===== src/sv/scd_pkg.sv =====
// ----------------------------------------------------------------------------
// scd_pkg
// Shared widths, reset values, limits and register indexes of the shot-cut
// detector.
// ----------------------------------------------------------------------------
`timescale 1ns / 1ps

package scd_pkg;

	localparam int MAX_DIM_DEF = 4096;

	localparam int PIX_W      = 8;
	localparam int DIM_CFG_W  = 13;
	localparam int THR_W      = 10;
	localparam int RATE_W     = 16;
	localparam int SCORE_W    = 10;
	localparam int FRAME_W    = 32;
	localparam int SHOT_W     = 16;
	localparam int MS_W       = 32;
	localparam int CFG_IDX_W  = 2;
	localparam int CFG_DATA_W = 16;

	localparam logic [DIM_CFG_W-1:0] WIDTH_RST  = 13'd640;
	localparam logic [DIM_CFG_W-1:0] HEIGHT_RST = 13'd480;
	localparam logic [THR_W-1:0]     THR_RST    = 10'd60;
	localparam logic [RATE_W-1:0]    RATE_RST   = 16'd7680;

	localparam int SCORE_MAX = 765;
	localparam int MEAN_MAX  = 255;
	localparam int MS_PER_S  = 1000;
	localparam int RATE_FRAC = 8;

	typedef enum logic [CFG_IDX_W-1:0] {
		CFG_WIDTH,
		CFG_HEIGHT,
		CFG_THRESHOLD,
		CFG_RATE
	} cfg_idx_t;

endpackage


===== src/sv/shot_cut_detector_top.sv =====
// ----------------------------------------------------------------------------
// shot_cut_detector_top
// Scene-cut detector by frame difference. Each input beat is a pixel pair:
// the current RGB pixel and the co-located pixel of the previous frame, in
// raster order. At the last pixel of a frame the sums are divided by the
// pixel count; from the third frame on one result beat per frame carries
// the motion score, channel means, cut flag and shot bookkeeping.
// Configuration is written through cfg_valid/cfg_ready (always ready),
// index 0 width, 1 height, 2 threshold, 3 frame rate in Q8; write it only
// while the block is idle. Pixels are taken at one per cycle. After the
// last pixel of a frame in_stall stays high while one shared restoring
// divider (W = 50 quotient bits at the defaults) works through score,
// three means and the millisecond figures, the closed-shot one only
// when a cut is found. A result waits in an output
// register while out_stall is high; pixels of the next frame are still
// taken meanwhile, and the block only holds at the end of that next frame.
// Reset clears all state and loads the default configuration.
// ----------------------------------------------------------------------------
`timescale 1ns / 1ps

module shot_cut_detector_top import scd_pkg::*; #(
	parameter int MAX_DIM = MAX_DIM_DEF
) (
	input  logic                  clk,
	input  logic                  arst_n,
	input  logic                  in_valid,
	output logic                  in_stall,
	input  logic [PIX_W-1:0]      cur_red,
	input  logic [PIX_W-1:0]      cur_green,
	input  logic [PIX_W-1:0]      cur_blue,
	input  logic [PIX_W-1:0]      old_red,
	input  logic [PIX_W-1:0]      old_green,
	input  logic [PIX_W-1:0]      old_blue,
	output logic                  out_valid,
	input  logic                  out_stall,
	output logic [FRAME_W-1:0]    frame_index,
	output logic [SCORE_W-1:0]    motion_score,
	output logic [PIX_W-1:0]      mean_red,
	output logic [PIX_W-1:0]      mean_green,
	output logic [PIX_W-1:0]      mean_blue,
	output logic                  cut_found,
	output logic [SHOT_W-1:0]     shot_number,
	output logic [FRAME_W-1:0]    shot_start_frame,
	output logic [MS_W-1:0]       shot_start_ms,
	output logic [FRAME_W-1:0]    closed_shot_frames,
	output logic [MS_W-1:0]       closed_shot_ms,
	input  logic                  cfg_valid,
	output logic                  cfg_ready,
	input  logic [CFG_IDX_W-1:0]  cfg_index,
	input  logic [CFG_DATA_W-1:0] cfg_data
);

	localparam int DIM_W  = $clog2(MAX_DIM + 1);
	localparam int CNT_W  = 2 * DIM_W;
	localparam int DIFF_W = CNT_W + SCORE_W;
	localparam int SUM_W  = CNT_W + PIX_W;
	localparam int PROD_W = FRAME_W + $clog2(MS_PER_S);
	localparam int MSD_W  = PROD_W + RATE_FRAC;
	localparam int DVD_W  = (MSD_W > DIFF_W) ? MSD_W : DIFF_W;
	localparam int DVS_W  = (CNT_W > RATE_W) ? CNT_W : RATE_W;

	typedef enum logic [3:0] {
		S_IDLE,
		S_DIV_SCORE,
		S_DIV_RED,
		S_DIV_GREEN,
		S_DIV_BLUE,
		S_DECIDE,
		S_MUL_CLOSED,
		S_DIV_CLOSED,
		S_MUL_START,
		S_DIV_START,
		S_EMIT
	} state_t;

	state_t state_q;

	logic [DIM_CFG_W-1:0] width_q;
	logic [DIM_CFG_W-1:0] height_q;
	logic [THR_W-1:0]     thr_q;
	logic [RATE_W-1:0]    rate_q;

	logic              start_q;
	logic [FRAME_W-1:0] frames_q;
	logic [SCORE_W-1:0] last_score_q;
	logic [SHOT_W-1:0]  shot_id_q;
	logic [FRAME_W-1:0] shot_start_q;
	logic [CNT_W-1:0]   total_q;
	logic [SCORE_W-1:0] score_q;
	logic [PIX_W-1:0]   mean_r_q;
	logic [PIX_W-1:0]   mean_g_q;
	logic [PIX_W-1:0]   mean_b_q;
	logic               cut_q;
	logic [FRAME_W-1:0] closed_frames_q;
	logic [MS_W-1:0]    closed_ms_q;
	logic [MS_W-1:0]    start_ms_q;
	logic [PROD_W-1:0]  prod_q;

	logic               out_valid_q;
	logic [FRAME_W-1:0] o_frame_q;
	logic [SCORE_W-1:0] o_score_q;
	logic [PIX_W-1:0]   o_red_q;
	logic [PIX_W-1:0]   o_green_q;
	logic [PIX_W-1:0]   o_blue_q;
	logic               o_cut_q;
	logic [SHOT_W-1:0]  o_shot_q;
	logic [FRAME_W-1:0] o_start_q;
	logic [MS_W-1:0]    o_start_ms_q;
	logic [FRAME_W-1:0] o_closed_q;
	logic [MS_W-1:0]    o_closed_ms_q;

	logic               in_accept;
	logic               frame_end;
	logic               early;
	logic               emit_go;
	logic               acc_clear;
	logic [CNT_W-1:0]   total;
	logic [FRAME_W-1:0] frames_next;
	logic [DIFF_W-1:0]  diff_sum;
	logic [SUM_W-1:0]   red_sum;
	logic [SUM_W-1:0]   green_sum;
	logic [SUM_W-1:0]   blue_sum;
	logic [RATE_W-1:0]  rate_eff;
	logic [DVD_W-1:0]   dvd;
	logic [DVS_W-1:0]   dvs;
	logic               div_done;
	logic [DVD_W-1:0]   quot;
	logic [SCORE_W-1:0] delta;
	logic               cut;
	logic [SCORE_W-1:0] quot_score;
	logic [PIX_W-1:0]   quot_mean;
	logic [MS_W-1:0]    quot_ms;

	function automatic logic [DIM_W-1:0] clamp_dim(input logic [DIM_CFG_W-1:0] d);
		if (d == '0) begin
			return DIM_W'(1);
		end
		if (32'(d) > MAX_DIM) begin
			return DIM_W'(MAX_DIM);
		end
		return DIM_W'(d);
	endfunction

	// Configuration registers.
	assign cfg_ready = 1'b1;

	always_ff @(posedge clk or negedge arst_n) begin
		if (!arst_n) begin
			width_q  <= WIDTH_RST;
			height_q <= HEIGHT_RST;
			thr_q    <= THR_RST;
			rate_q   <= RATE_RST;
		end else if (cfg_valid && cfg_ready) begin
			case (cfg_idx_t'(cfg_index))
				CFG_WIDTH:     width_q  <= cfg_data[DIM_CFG_W-1:0];
				CFG_HEIGHT:    height_q <= cfg_data[DIM_CFG_W-1:0];
				CFG_THRESHOLD: thr_q    <= cfg_data[THR_W-1:0];
				CFG_RATE:      rate_q   <= cfg_data[RATE_W-1:0];
				default: ;
			endcase
		end
	end

	assign total = CNT_W'(clamp_dim(width_q)) * CNT_W'(clamp_dim(height_q));

	assign in_stall  = (state_q != S_IDLE);
	assign in_accept = in_valid && !in_stall;

	assign frames_next = (frames_q == '1) ? frames_q : frames_q + 1'b1;
	assign early       = (frames_next <= FRAME_W'(2));
	assign emit_go     = (state_q == S_EMIT) && (!out_valid_q || !out_stall);
	assign acc_clear   = (frame_end && early) || emit_go;

	scd_accum #(
		.MAX_DIM (MAX_DIM)
	) u_accum (
		.clk       (clk),
		.arst_n    (arst_n),
		.accept    (in_accept),
		.clear     (acc_clear),
		.cur_red   (cur_red),
		.cur_green (cur_green),
		.cur_blue  (cur_blue),
		.old_red   (old_red),
		.old_green (old_green),
		.old_blue  (old_blue),
		.total     (total),
		.frame_end (frame_end),
		.diff_sum  (diff_sum),
		.red_sum   (red_sum),
		.green_sum (green_sum),
		.blue_sum  (blue_sum)
	);

	assign rate_eff = (rate_q == '0) ? RATE_W'(1) : rate_q;

	always_comb begin
		dvd = '0;
		dvs = DVS_W'(1);
		case (state_q)
			S_DIV_SCORE: begin
				dvd = DVD_W'(diff_sum);
				dvs = DVS_W'(total_q);
			end
			S_DIV_RED: begin
				dvd = DVD_W'(red_sum);
				dvs = DVS_W'(total_q);
			end
			S_DIV_GREEN: begin
				dvd = DVD_W'(green_sum);
				dvs = DVS_W'(total_q);
			end
			S_DIV_BLUE: begin
				dvd = DVD_W'(blue_sum);
				dvs = DVS_W'(total_q);
			end
			S_DIV_CLOSED, S_DIV_START: begin
				// Frames times 1000 times 256, over the Q8 frame rate.
				dvd = DVD_W'({prod_q, {RATE_FRAC{1'b0}}});
				dvs = DVS_W'(rate_eff);
			end
			default: ;
		endcase
	end

	scd_div #(
		.DVD_W (DVD_W),
		.DVS_W (DVS_W)
	) u_div (
		.clk      (clk),
		.arst_n   (arst_n),
		.start    (start_q),
		.dividend (dvd),
		.divisor  (dvs),
		.done     (div_done),
		.quotient (quot)
	);

	assign quot_score = (quot > DVD_W'(SCORE_MAX)) ? SCORE_W'(SCORE_MAX) : quot[SCORE_W-1:0];
	assign quot_mean  = (quot > DVD_W'(MEAN_MAX)) ? PIX_W'(MEAN_MAX) : quot[PIX_W-1:0];
	assign quot_ms    = (|quot[DVD_W-1:MS_W]) ? '1 : quot[MS_W-1:0];

	assign delta = (score_q > last_score_q) ? score_q - last_score_q : last_score_q - score_q;
	assign cut   = (delta > thr_q) && (score_q > thr_q);

	always_ff @(posedge clk or negedge arst_n) begin
		if (!arst_n) begin
			state_q         <= S_IDLE;
			start_q         <= 1'b0;
			frames_q        <= '0;
			last_score_q    <= '0;
			shot_id_q       <= '0;
			shot_start_q    <= '0;
			total_q         <= '0;
			score_q         <= '0;
			mean_r_q        <= '0;
			mean_g_q        <= '0;
			mean_b_q        <= '0;
			cut_q           <= 1'b0;
			closed_frames_q <= '0;
			closed_ms_q     <= '0;
			start_ms_q      <= '0;
			prod_q          <= '0;
			out_valid_q     <= 1'b0;
			o_frame_q       <= '0;
			o_score_q       <= '0;
			o_red_q         <= '0;
			o_green_q       <= '0;
			o_blue_q        <= '0;
			o_cut_q         <= 1'b0;
			o_shot_q        <= '0;
			o_start_q       <= '0;
			o_start_ms_q    <= '0;
			o_closed_q      <= '0;
			o_closed_ms_q   <= '0;
		end else begin
			start_q <= 1'b0;
			if (out_valid_q && !out_stall) begin
				out_valid_q <= 1'b0;
			end
			case (state_q)
				S_IDLE: begin
					if (frame_end) begin
						frames_q <= frames_next;
						if (!early) begin
							total_q <= total;
							start_q <= 1'b1;
							state_q <= S_DIV_SCORE;
						end
					end
				end
				S_DIV_SCORE: begin
					if (div_done) begin
						score_q <= quot_score;
						start_q <= 1'b1;
						state_q <= S_DIV_RED;
					end
				end
				S_DIV_RED: begin
					if (div_done) begin
						mean_r_q <= quot_mean;
						start_q  <= 1'b1;
						state_q  <= S_DIV_GREEN;
					end
				end
				S_DIV_GREEN: begin
					if (div_done) begin
						mean_g_q <= quot_mean;
						start_q  <= 1'b1;
						state_q  <= S_DIV_BLUE;
					end
				end
				S_DIV_BLUE: begin
					if (div_done) begin
						mean_b_q <= quot_mean;
						state_q  <= S_DECIDE;
					end
				end
				S_DECIDE: begin
					last_score_q <= score_q;
					cut_q        <= cut;
					if (cut) begin
						closed_frames_q <= frames_q - shot_start_q;
						shot_start_q    <= frames_q;
						if (shot_id_q != '1) begin
							shot_id_q <= shot_id_q + 1'b1;
						end
						state_q <= S_MUL_CLOSED;
					end else begin
						closed_frames_q <= '0;
						closed_ms_q     <= '0;
						state_q         <= S_MUL_START;
					end
				end
				S_MUL_CLOSED: begin
					prod_q  <= PROD_W'(closed_frames_q) * PROD_W'(MS_PER_S);
					start_q <= 1'b1;
					state_q <= S_DIV_CLOSED;
				end
				S_DIV_CLOSED: begin
					if (div_done) begin
						closed_ms_q <= quot_ms;
						state_q     <= S_MUL_START;
					end
				end
				S_MUL_START: begin
					prod_q  <= PROD_W'(shot_start_q) * PROD_W'(MS_PER_S);
					start_q <= 1'b1;
					state_q <= S_DIV_START;
				end
				S_DIV_START: begin
					if (div_done) begin
						start_ms_q <= quot_ms;
						state_q    <= S_EMIT;
					end
				end
				S_EMIT: begin
					if (emit_go) begin
						out_valid_q   <= 1'b1;
						o_frame_q     <= frames_q;
						o_score_q     <= score_q;
						o_red_q       <= mean_r_q;
						o_green_q     <= mean_g_q;
						o_blue_q      <= mean_b_q;
						o_cut_q       <= cut_q;
						o_shot_q      <= shot_id_q;
						o_start_q     <= shot_start_q;
						o_start_ms_q  <= start_ms_q;
						o_closed_q    <= closed_frames_q;
						o_closed_ms_q <= closed_ms_q;
						state_q       <= S_IDLE;
					end
				end
				default: state_q <= S_IDLE;
			endcase
		end
	end

	assign out_valid          = out_valid_q;
	assign frame_index        = o_frame_q;
	assign motion_score       = o_score_q;
	assign mean_red           = o_red_q;
	assign mean_green         = o_green_q;
	assign mean_blue          = o_blue_q;
	assign cut_found          = o_cut_q;
	assign shot_number        = o_shot_q;
	assign shot_start_frame   = o_start_q;
	assign shot_start_ms      = o_start_ms_q;
	assign closed_shot_frames = o_closed_q;
	assign closed_shot_ms     = o_closed_ms_q;

endmodule


===== src/sv/scd_div.sv =====
// ----------------------------------------------------------------------------
// scd_div
// Restoring divider, one quotient bit per cycle. Shared by every division
// of the detector.
// ----------------------------------------------------------------------------
`timescale 1ns / 1ps

module scd_div #(
	parameter int DVD_W = 50,
	parameter int DVS_W = 26,
	localparam int CNT_W = $clog2(DVD_W)
) (
	input  logic             clk,
	input  logic             arst_n,
	input  logic             start,
	input  logic [DVD_W-1:0] dividend,
	input  logic [DVS_W-1:0] divisor,
	output logic             done,
	output logic [DVD_W-1:0] quotient
);

	logic [DVS_W-1:0] rem_q;
	logic [DVS_W-1:0] dvs_q;
	logic [DVD_W-1:0] quo_q;
	logic [CNT_W-1:0] cnt_q;
	logic             busy_q;
	logic             done_q;
	logic [DVS_W:0]   trial;
	logic [DVS_W:0]   diff;
	logic             ge;

	assign trial = {rem_q, quo_q[DVD_W-1]};
	assign ge    = trial >= {1'b0, dvs_q};
	assign diff  = trial - {1'b0, dvs_q};

	// The dividend shifts out of the top of quo_q while quotient bits enter below.
	always_ff @(posedge clk or negedge arst_n) begin
		if (!arst_n) begin
			rem_q  <= '0;
			dvs_q  <= '0;
			quo_q  <= '0;
			cnt_q  <= '0;
			busy_q <= 1'b0;
			done_q <= 1'b0;
		end else begin
			done_q <= 1'b0;
			if (start) begin
				rem_q  <= '0;
				dvs_q  <= divisor;
				quo_q  <= dividend;
				cnt_q  <= '0;
				busy_q <= 1'b1;
			end else if (busy_q) begin
				rem_q <= ge ? diff[DVS_W-1:0] : trial[DVS_W-1:0];
				quo_q <= {quo_q[DVD_W-2:0], ge};
				if (cnt_q == CNT_W'(DVD_W - 1)) begin
					busy_q <= 1'b0;
					done_q <= 1'b1;
				end else begin
					cnt_q <= cnt_q + 1'b1;
				end
			end
		end
	end

	assign done     = done_q;
	assign quotient = quo_q;

endmodule


===== src/sv/scd_accum.sv =====
// ----------------------------------------------------------------------------
// scd_accum
// Per-frame accumulation of channel differences and channel values, with
// the pixel counter that marks the last pixel of a frame.
// ----------------------------------------------------------------------------
`timescale 1ns / 1ps

module scd_accum import scd_pkg::*; #(
	parameter int MAX_DIM = MAX_DIM_DEF,
	localparam int DIM_W  = $clog2(MAX_DIM + 1),
	localparam int CNT_W  = 2 * DIM_W,
	localparam int DIFF_W = CNT_W + SCORE_W,
	localparam int SUM_W  = CNT_W + PIX_W
) (
	input  logic              clk,
	input  logic              arst_n,
	input  logic              accept,
	input  logic              clear,
	input  logic [PIX_W-1:0]  cur_red,
	input  logic [PIX_W-1:0]  cur_green,
	input  logic [PIX_W-1:0]  cur_blue,
	input  logic [PIX_W-1:0]  old_red,
	input  logic [PIX_W-1:0]  old_green,
	input  logic [PIX_W-1:0]  old_blue,
	input  logic [CNT_W-1:0]  total,
	output logic              frame_end,
	output logic [DIFF_W-1:0] diff_sum,
	output logic [SUM_W-1:0]  red_sum,
	output logic [SUM_W-1:0]  green_sum,
	output logic [SUM_W-1:0]  blue_sum
);

	logic [DIFF_W-1:0] diff_q;
	logic [SUM_W-1:0]  red_q;
	logic [SUM_W-1:0]  green_q;
	logic [SUM_W-1:0]  blue_q;
	logic [CNT_W-1:0]  cnt_q;
	logic [CNT_W-1:0]  cnt_inc;
	logic [PIX_W-1:0]  d_red;
	logic [PIX_W-1:0]  d_green;
	logic [PIX_W-1:0]  d_blue;

	function automatic logic [PIX_W-1:0] absdiff(input logic [PIX_W-1:0] a,
			input logic [PIX_W-1:0] b);
		return (a > b) ? a - b : b - a;
	endfunction

	assign d_red   = absdiff(cur_red, old_red);
	assign d_green = absdiff(cur_green, old_green);
	assign d_blue  = absdiff(cur_blue, old_blue);

	// The count never passes the largest frame, so it cannot wrap here.
	assign cnt_inc   = cnt_q + 1'b1;
	assign frame_end = accept && (cnt_inc >= total);

	always_ff @(posedge clk or negedge arst_n) begin
		if (!arst_n) begin
			diff_q  <= '0;
			red_q   <= '0;
			green_q <= '0;
			blue_q  <= '0;
			cnt_q   <= '0;
		end else begin
			if (accept) begin
				cnt_q <= frame_end ? '0 : cnt_inc;
			end
			if (clear) begin
				diff_q  <= '0;
				red_q   <= '0;
				green_q <= '0;
				blue_q  <= '0;
			end else if (accept) begin
				diff_q  <= diff_q + DIFF_W'(d_red) + DIFF_W'(d_green) + DIFF_W'(d_blue);
				red_q   <= red_q + SUM_W'(cur_red);
				green_q <= green_q + SUM_W'(cur_green);
				blue_q  <= blue_q + SUM_W'(cur_blue);
			end
		end
	end

	assign diff_sum  = diff_q;
	assign red_sum   = red_q;
	assign green_sum = green_q;
	assign blue_sum  = blue_q;

endmodule


===== config.mk =====
export PLATFORM = sky130hd
export DESIGN_NAME = shot_cut_detector_top
export DESIGN_NICKNAME = d
export VERILOG_FILES = /design/src/sv/scd_pkg.sv /design/src/sv/shot_cut_detector_top.sv /design/src/sv/scd_div.sv /design/src/sv/scd_accum.sv
export SDC_FILE = /design/constraint.sdc
export NUM_CORES = 2
export LEC_CHECK = 0
export ABC_CLOCK_PERIOD_IN_PS = 19000
export BUFFER_PORTS_ARGS = -buffer_cell sky130_fd_sc_hd__buf_2
export CAP_MARGIN = 20
export CORE_MARGIN = 1.5
export CORE_UTILIZATION = 42
export DETAILED_ROUTE_END_ITERATION = 10
export GPL_TIMING_DRIVEN = 1
export RECOVER_POWER = 25
export SETUP_SLACK_MARGIN = 0.05
export SYNTH_ARGS = -nofsm -noshare
export SYNTH_HDL_FRONTEND = slang
export SYNTH_SLANG_ARGS = --single-unit

===== constraint.sdc =====
create_clock -name clk -period 19 [get_ports clk]
set_input_delay 0.95 -clock clk [delete_from_list [all_inputs] [get_ports clk]]
set_output_delay 0.95 -clock clk [all_outputs]
set_load 0.02 [all_outputs]

==> tab_implementation.tex <==
\begin{tabular}{lr}
\hline
Metric & Value \\
\hline
\multicolumn{2}{l}{\textbf{STA}} \\
\quad Worst rel slew slack & -288\% \\
\quad Final Max Slew Viols & about 440 \\
\quad Final critical path time including I/O delays and setup & 10,510 ps \\
\quad Final hold violation count & 0 \\
\quad Measured slew at the worst slew-check pin & 5820 ps \\
\quad Fin Clk Skew & about 28 ps \\
\quad Part of the cycle the worst path needs & roughly 55\% \\
\quad Final setup fails & 0 \\
\quad Setup repair after global routing missed its margin & no \\
\quad Setup total negative slack & 0 ps \\
\quad Maximum clock rate & between 90 and 100 MHz \\
\multicolumn{2}{l}{\textbf{Setup path}} \\
\quad Kind of start point of the critical path & register \\
\quad Startpoint-to-endpoint class of the critical path & register to register \\
\quad Critical path origin & width\_q[12]\$\_DFFE\_PN0P\_ \\
\quad Slowest-stage cell, CP & sky130\_fd\_sc\_hd\_\_buf\_4 \\
\quad Endpoint of the lowest-slack register-to-register path & u\_accum.green\_sum[3]\$\_DFFE\_PN0P\_ \\
\quad Critical path data required time & 19,530 ps \\
\quad Largest driver fanout on the critical path & 70 \\
\quad Slack of the worst reg-to-reg path & 8490 ps \\
\quad CP max stage delay & around 750 ps \\
\quad Endpoint class of the critical path & register \\
\quad Arrival time reported for the critical path endpoint & approximately 11,000 ps \\
\quad Worst reg-to-reg path cell count & 32 \\
\quad R2r startpoint & width\_q[12]\$\_DFFE\_PN0P\_ \\
\multicolumn{2}{l}{\textbf{Yosys}} \\
\quad Warning count from the yosys run & 0 \\
\quad Register bit count reported by yosys & 829 \\
\quad Sequential share of the synthesized area & a little over a third \\
\quad Cell types with the largest area share after synthesis & sky130\_fd\_sc\_hd\_\_dfrtp\_1, sky130\_fd\_sc\_hd\_\_fa\_1, sky130\_fd\_sc\_hd\_\_ha\_1 \\
\quad Cells after Synth & 6,010 \\
\quad Net count of the mapped netlist & 6,915 \\
\quad Top-area cell type share of the netlist area & between 30\% and 40\% \\
\quad Total standard cell area after synthesis & between 50,000 and 60,000 um2 \\
\quad Yosys top cell by area & sky130\_fd\_sc\_hd\_\_dfrtp\_1 \\
\quad Count of flip-flops with a built-in enable after synthesis & 0 \\
\quad Most used flip-flop cell after synthesis & sky130\_fd\_sc\_hd\_\_dfrtp\_1 \\
\quad Async S/R FF share, synth & 100\% \\
\quad Average footprint of a synthesized cell & around 9.9 um2 \\
\quad Number of distinct library cell variants in the gate-level netlist after synthesis & slightly above 80 \\
\multicolumn{2}{l}{\textbf{Place}} \\
\quad Count of buffers from port buffering & 283 \\
\quad Instance count after placement with tap cells included & between 7k and 8k \\
\quad Last weighted congestion value of the routability-driven placer & approximately 0.91 \\
\quad Estimated wirelength of the detail-placed design & 127,000 um \\
\multicolumn{2}{l}{\textbf{GRT}} \\
\quad Largest net degree at the start of global routing & 169 \\
\quad GRT Util Overall & a little under a quarter \\
\quad Wire length of the first global-routing pass & about 260,000 um \\
\quad Vias in the first global route & 44.5k \\
\quad Total congestion overflow after global routing & 0 \\
\quad Initial antenna violation count & 9 \\
\multicolumn{2}{l}{\textbf{Routing}} \\
\quad Pre-Repair DR Iteration Count & 5 \\
\quad Post-DRT Antenna Nets & 0 \\
\quad Post-DR vias/cell & between 5 and 6 \\
\quad WL per Instance & about 20 um \\
\quad First DRT Iteration DRCs & about 3.3k \\
\quad Final WL & between 150,000 and 200,000 um \\
\quad Vias after detailed routing & 44.8k \\
\quad DRC violation count after routing & 0 \\
\multicolumn{2}{l}{\textbf{Clock network}} \\
\quad H-tree level count & 3 \\
\quad Clock Pin Slew Worst Setup and Hold Paths & approximately 60 ps \\
\quad Root buffer cell & sky130\_fd\_sc\_hd\_\_clkbuf\_16 \\
\quad Clock Latency Late Sink & $\sim$700 ps \\
\quad Maximum number of buffers from clock root to sink & 3 \\
\quad Count of clock tree sinks & 829 \\
\quad TritonCTS clock tree & yes \\
\quad Setup bufs post-CTS & 0 \\
\quad Post-cts resize count & 0 \\
\quad Hold-fix buffers at CTS & 0 \\
\quad Number of buffers inserted during clock tree synthesis & 94 \\
\multicolumn{2}{l}{\textbf{Floorplanning}} \\
\quad Die Height & around 380 um \\
\quad Area of the die & about 140,000 um2 \\
\quad Initial Utilization & 42.4\% \\
\quad Io pins & roughly 290 \\
\quad Die X-Extent & $\sim$380 um \\
\quad Core area & 140,000 um2 \\
\quad Total number of placement rows & approximately 140 \\
\multicolumn{2}{l}{\textbf{Min path}} \\
\quad Number of cells on the worst hold path & 2 \\
\quad Origin of the worst min-delay path & closed\_ms\_q[22]\$\_DFFE\_PN0P\_ \\
\quad Min-Delay Path Class & register to register \\
\quad Worst Hold Path EP & closed\_ms\_q[22]\$\_DFFE\_PN0P\_ \\
\multicolumn{2}{l}{\textbf{Run status}} \\
\quad Failing checks & capacitance limit, slew limit \\
\quad Status & finished, violations left \\
\multicolumn{2}{l}{\textbf{Power and ir drop}} \\
\quad Leakage power of the design & 33.6 nW \\
\quad Power density cells & $\sim$120 nW/um2 \\
\quad Max rail drop VDD & 0.127 mV \\
\multicolumn{2}{l}{\textbf{Final layout}} \\
\quad Layout fillers & about 13k \\
\quad Number of nets in the layout & $\sim$7.1k \\
\quad Final cell count without fillers & $\sim$8k \\
\quad Layout-stage area growth over the synthesis result & 10.9\% \\
\quad Core occupancy in the finished layout & 47.0\% \\
\quad Fraction of layout cells with a size suffix above 1 & between 10\% and 20\% \\
\multicolumn{2}{l}{\textbf{Job}} \\
\quad Max capacitance violation total & 7 \\
\hline
\end{tabular}
-- cell families (layout without fill, tap and decap cells) --
kind of cell,after synthesis,count (layout),synth area share (%)
fa+ha+maj,834,834,22.5
xor+xnor,356,356,5.26
simple gates,1700,1700,13.0
flops,829,829,35.0
mux,347,347,6.36
other cells,1,6,0.00632
compound gates,1247,1247,13.3
buf+inv,696,947,4.64
-- stage by stage --
step,worst slack (ps),power [mW],area [um2],hold slack (ps)
2_1_floorplan,11140,4.64,59300,445
3_3_place_gp,8760,5.65,62500,456
3_5_place_dp,8530,5.70,62500,462
4_1_cts,8470,7.64,65700,314
5_1_grt,7640,8.15,65800,492
6_report,8490,7.57,65800,471
-- final cells by class --
type	count	area, um2	area share (%)
Tap cell	1876	2350	3.57
Clock inverter	45	582	0.884
Clock buffer	128	2650	4.03
Antenna cell	5	12.5	0.0190
Timing Repair Buffer	346	1930	2.94
Multi-Input combinational cell	4485	35900	54.6
Sequential cell	829	20800	31.6
Inverter	428	1610	2.44
-- layout by cell type, fill, tap and decap left out, drive strengths merged, types with 134 or more instances in the layout --
| cell type | count |
|---|---|
| nor2 | 533 |
| xnor2 | 229 |
| mux2 | 239 |
| inv | 432 |
| clkbuf | 137 |
| a21oi | 304 |
| o21ai | 331 |
| nand3 | 134 |
| nand2 | 601 |
| fa | 386 |
| dfrtp | 815 |
| ha | 448 |
| buf | 337 |
-- synth_stat cells, types with 17 or more instances --
cell type,number
sky130_fd_sc_hd__a211oi_1,52
sky130_fd_sc_hd__a21o_1,90
sky130_fd_sc_hd__a21oi_1,304
sky130_fd_sc_hd__a221oi_1,21
sky130_fd_sc_hd__a22o_1,33
sky130_fd_sc_hd__a22oi_1,69
sky130_fd_sc_hd__a31oi_1,36
sky130_fd_sc_hd__and2_1,28
sky130_fd_sc_hd__and3_1,72
sky130_fd_sc_hd__and4_1,27
sky130_fd_sc_hd__buf_2,19
sky130_fd_sc_hd__clkbuf_1,218
sky130_fd_sc_hd__dfrtp_1,815
sky130_fd_sc_hd__fa_1,386
sky130_fd_sc_hd__ha_1,448
sky130_fd_sc_hd__inv_1,428
sky130_fd_sc_hd__mux2_2,239
sky130_fd_sc_hd__mux2i_1,108
sky130_fd_sc_hd__nand2_1,600
sky130_fd_sc_hd__nand2b_1,41
sky130_fd_sc_hd__nand3_1,134
sky130_fd_sc_hd__nand4_1,60
sky130_fd_sc_hd__nor2_1,532
sky130_fd_sc_hd__nor2b_1,52
sky130_fd_sc_hd__nor3_1,69
sky130_fd_sc_hd__nor4_1,28
sky130_fd_sc_hd__o211ai_1,21
sky130_fd_sc_hd__o21a_1,37
sky130_fd_sc_hd__o21ai_0,328
sky130_fd_sc_hd__o21bai_1,37
sky130_fd_sc_hd__o22ai_1,50
sky130_fd_sc_hd__o31ai_1,62
sky130_fd_sc_hd__or3_1,17
sky130_fd_sc_hd__xnor2_1,229
sky130_fd_sc_hd__xor2_1,127
-- power breakdown --
part	total, mW	switching (mW)	internal, mW
logic	3.32	2.09	1.23
clock network	1.90	0.780	1.12
registers	2.35	0.281	2.07
total	7.57	3.15	4.42
-- registers in the layout, indices dropped and copies added (netlist names), 26 cells and up --
signal / count
u_accum.green_sum: 34
start_ms_q: 32
u_accum.cnt_q: 26
closed_ms_q: 32
frame_index: 32
shot_start_frame: 32
shot_start_ms: 32
u_accum.red_sum: 34
u_div.dvs_q: 26
closed_shot_frames: 32
u_div.rem_q: 26
frames_q: 32
prod_q: 39
u_accum.blue_sum: 34
closed_frames_q: 32
closed_shot_ms: 32
u_div.quotient: 50
u_accum.diff_sum: 36
shot_start_q: 32
total_q: 26
-- worst max-delay path, delay by kind of cell (launching register included) --
family                   cells  cell delay [ps]
AND/OR/NAND/NOR              8             1690
XOR/XNOR                     1              110
AO/OA/AOI/OAI                8             2020
buffers and inverters        8             2420
adder cells (fa/ha/maj)      7             3250
flip-flops                   1              720
-- routing by layer --
metal  GRT usage [%]  wire length (um)
met2            36.9             76200
met5               0                53
met1            33.7             77300
met4            5.42              3870
met3            3.54              8310
-- how the worst max path moves through the flow --
stage	end	cells after the start	slack [ps]
finish	u_accum.green_sum[3]$_DFFE_PN0P_	32	8490
floorplan	state_q[0]$_DFFE_PN0P_	32	11140
global placement	u_accum.green_sum[4]$_DFFE_PN0P_	32	8760
CTS	u_accum.green_sum[3]$_DFFE_PN0P_	32	8470
global route	u_accum.red_sum[8]$_DFFE_PN0P_	32	7640
detailed placement	u_accum.diff_sum[3]$_DFFE_PN0P_	32	8530
No activity file was read; power rests on OpenSTA's default activity.
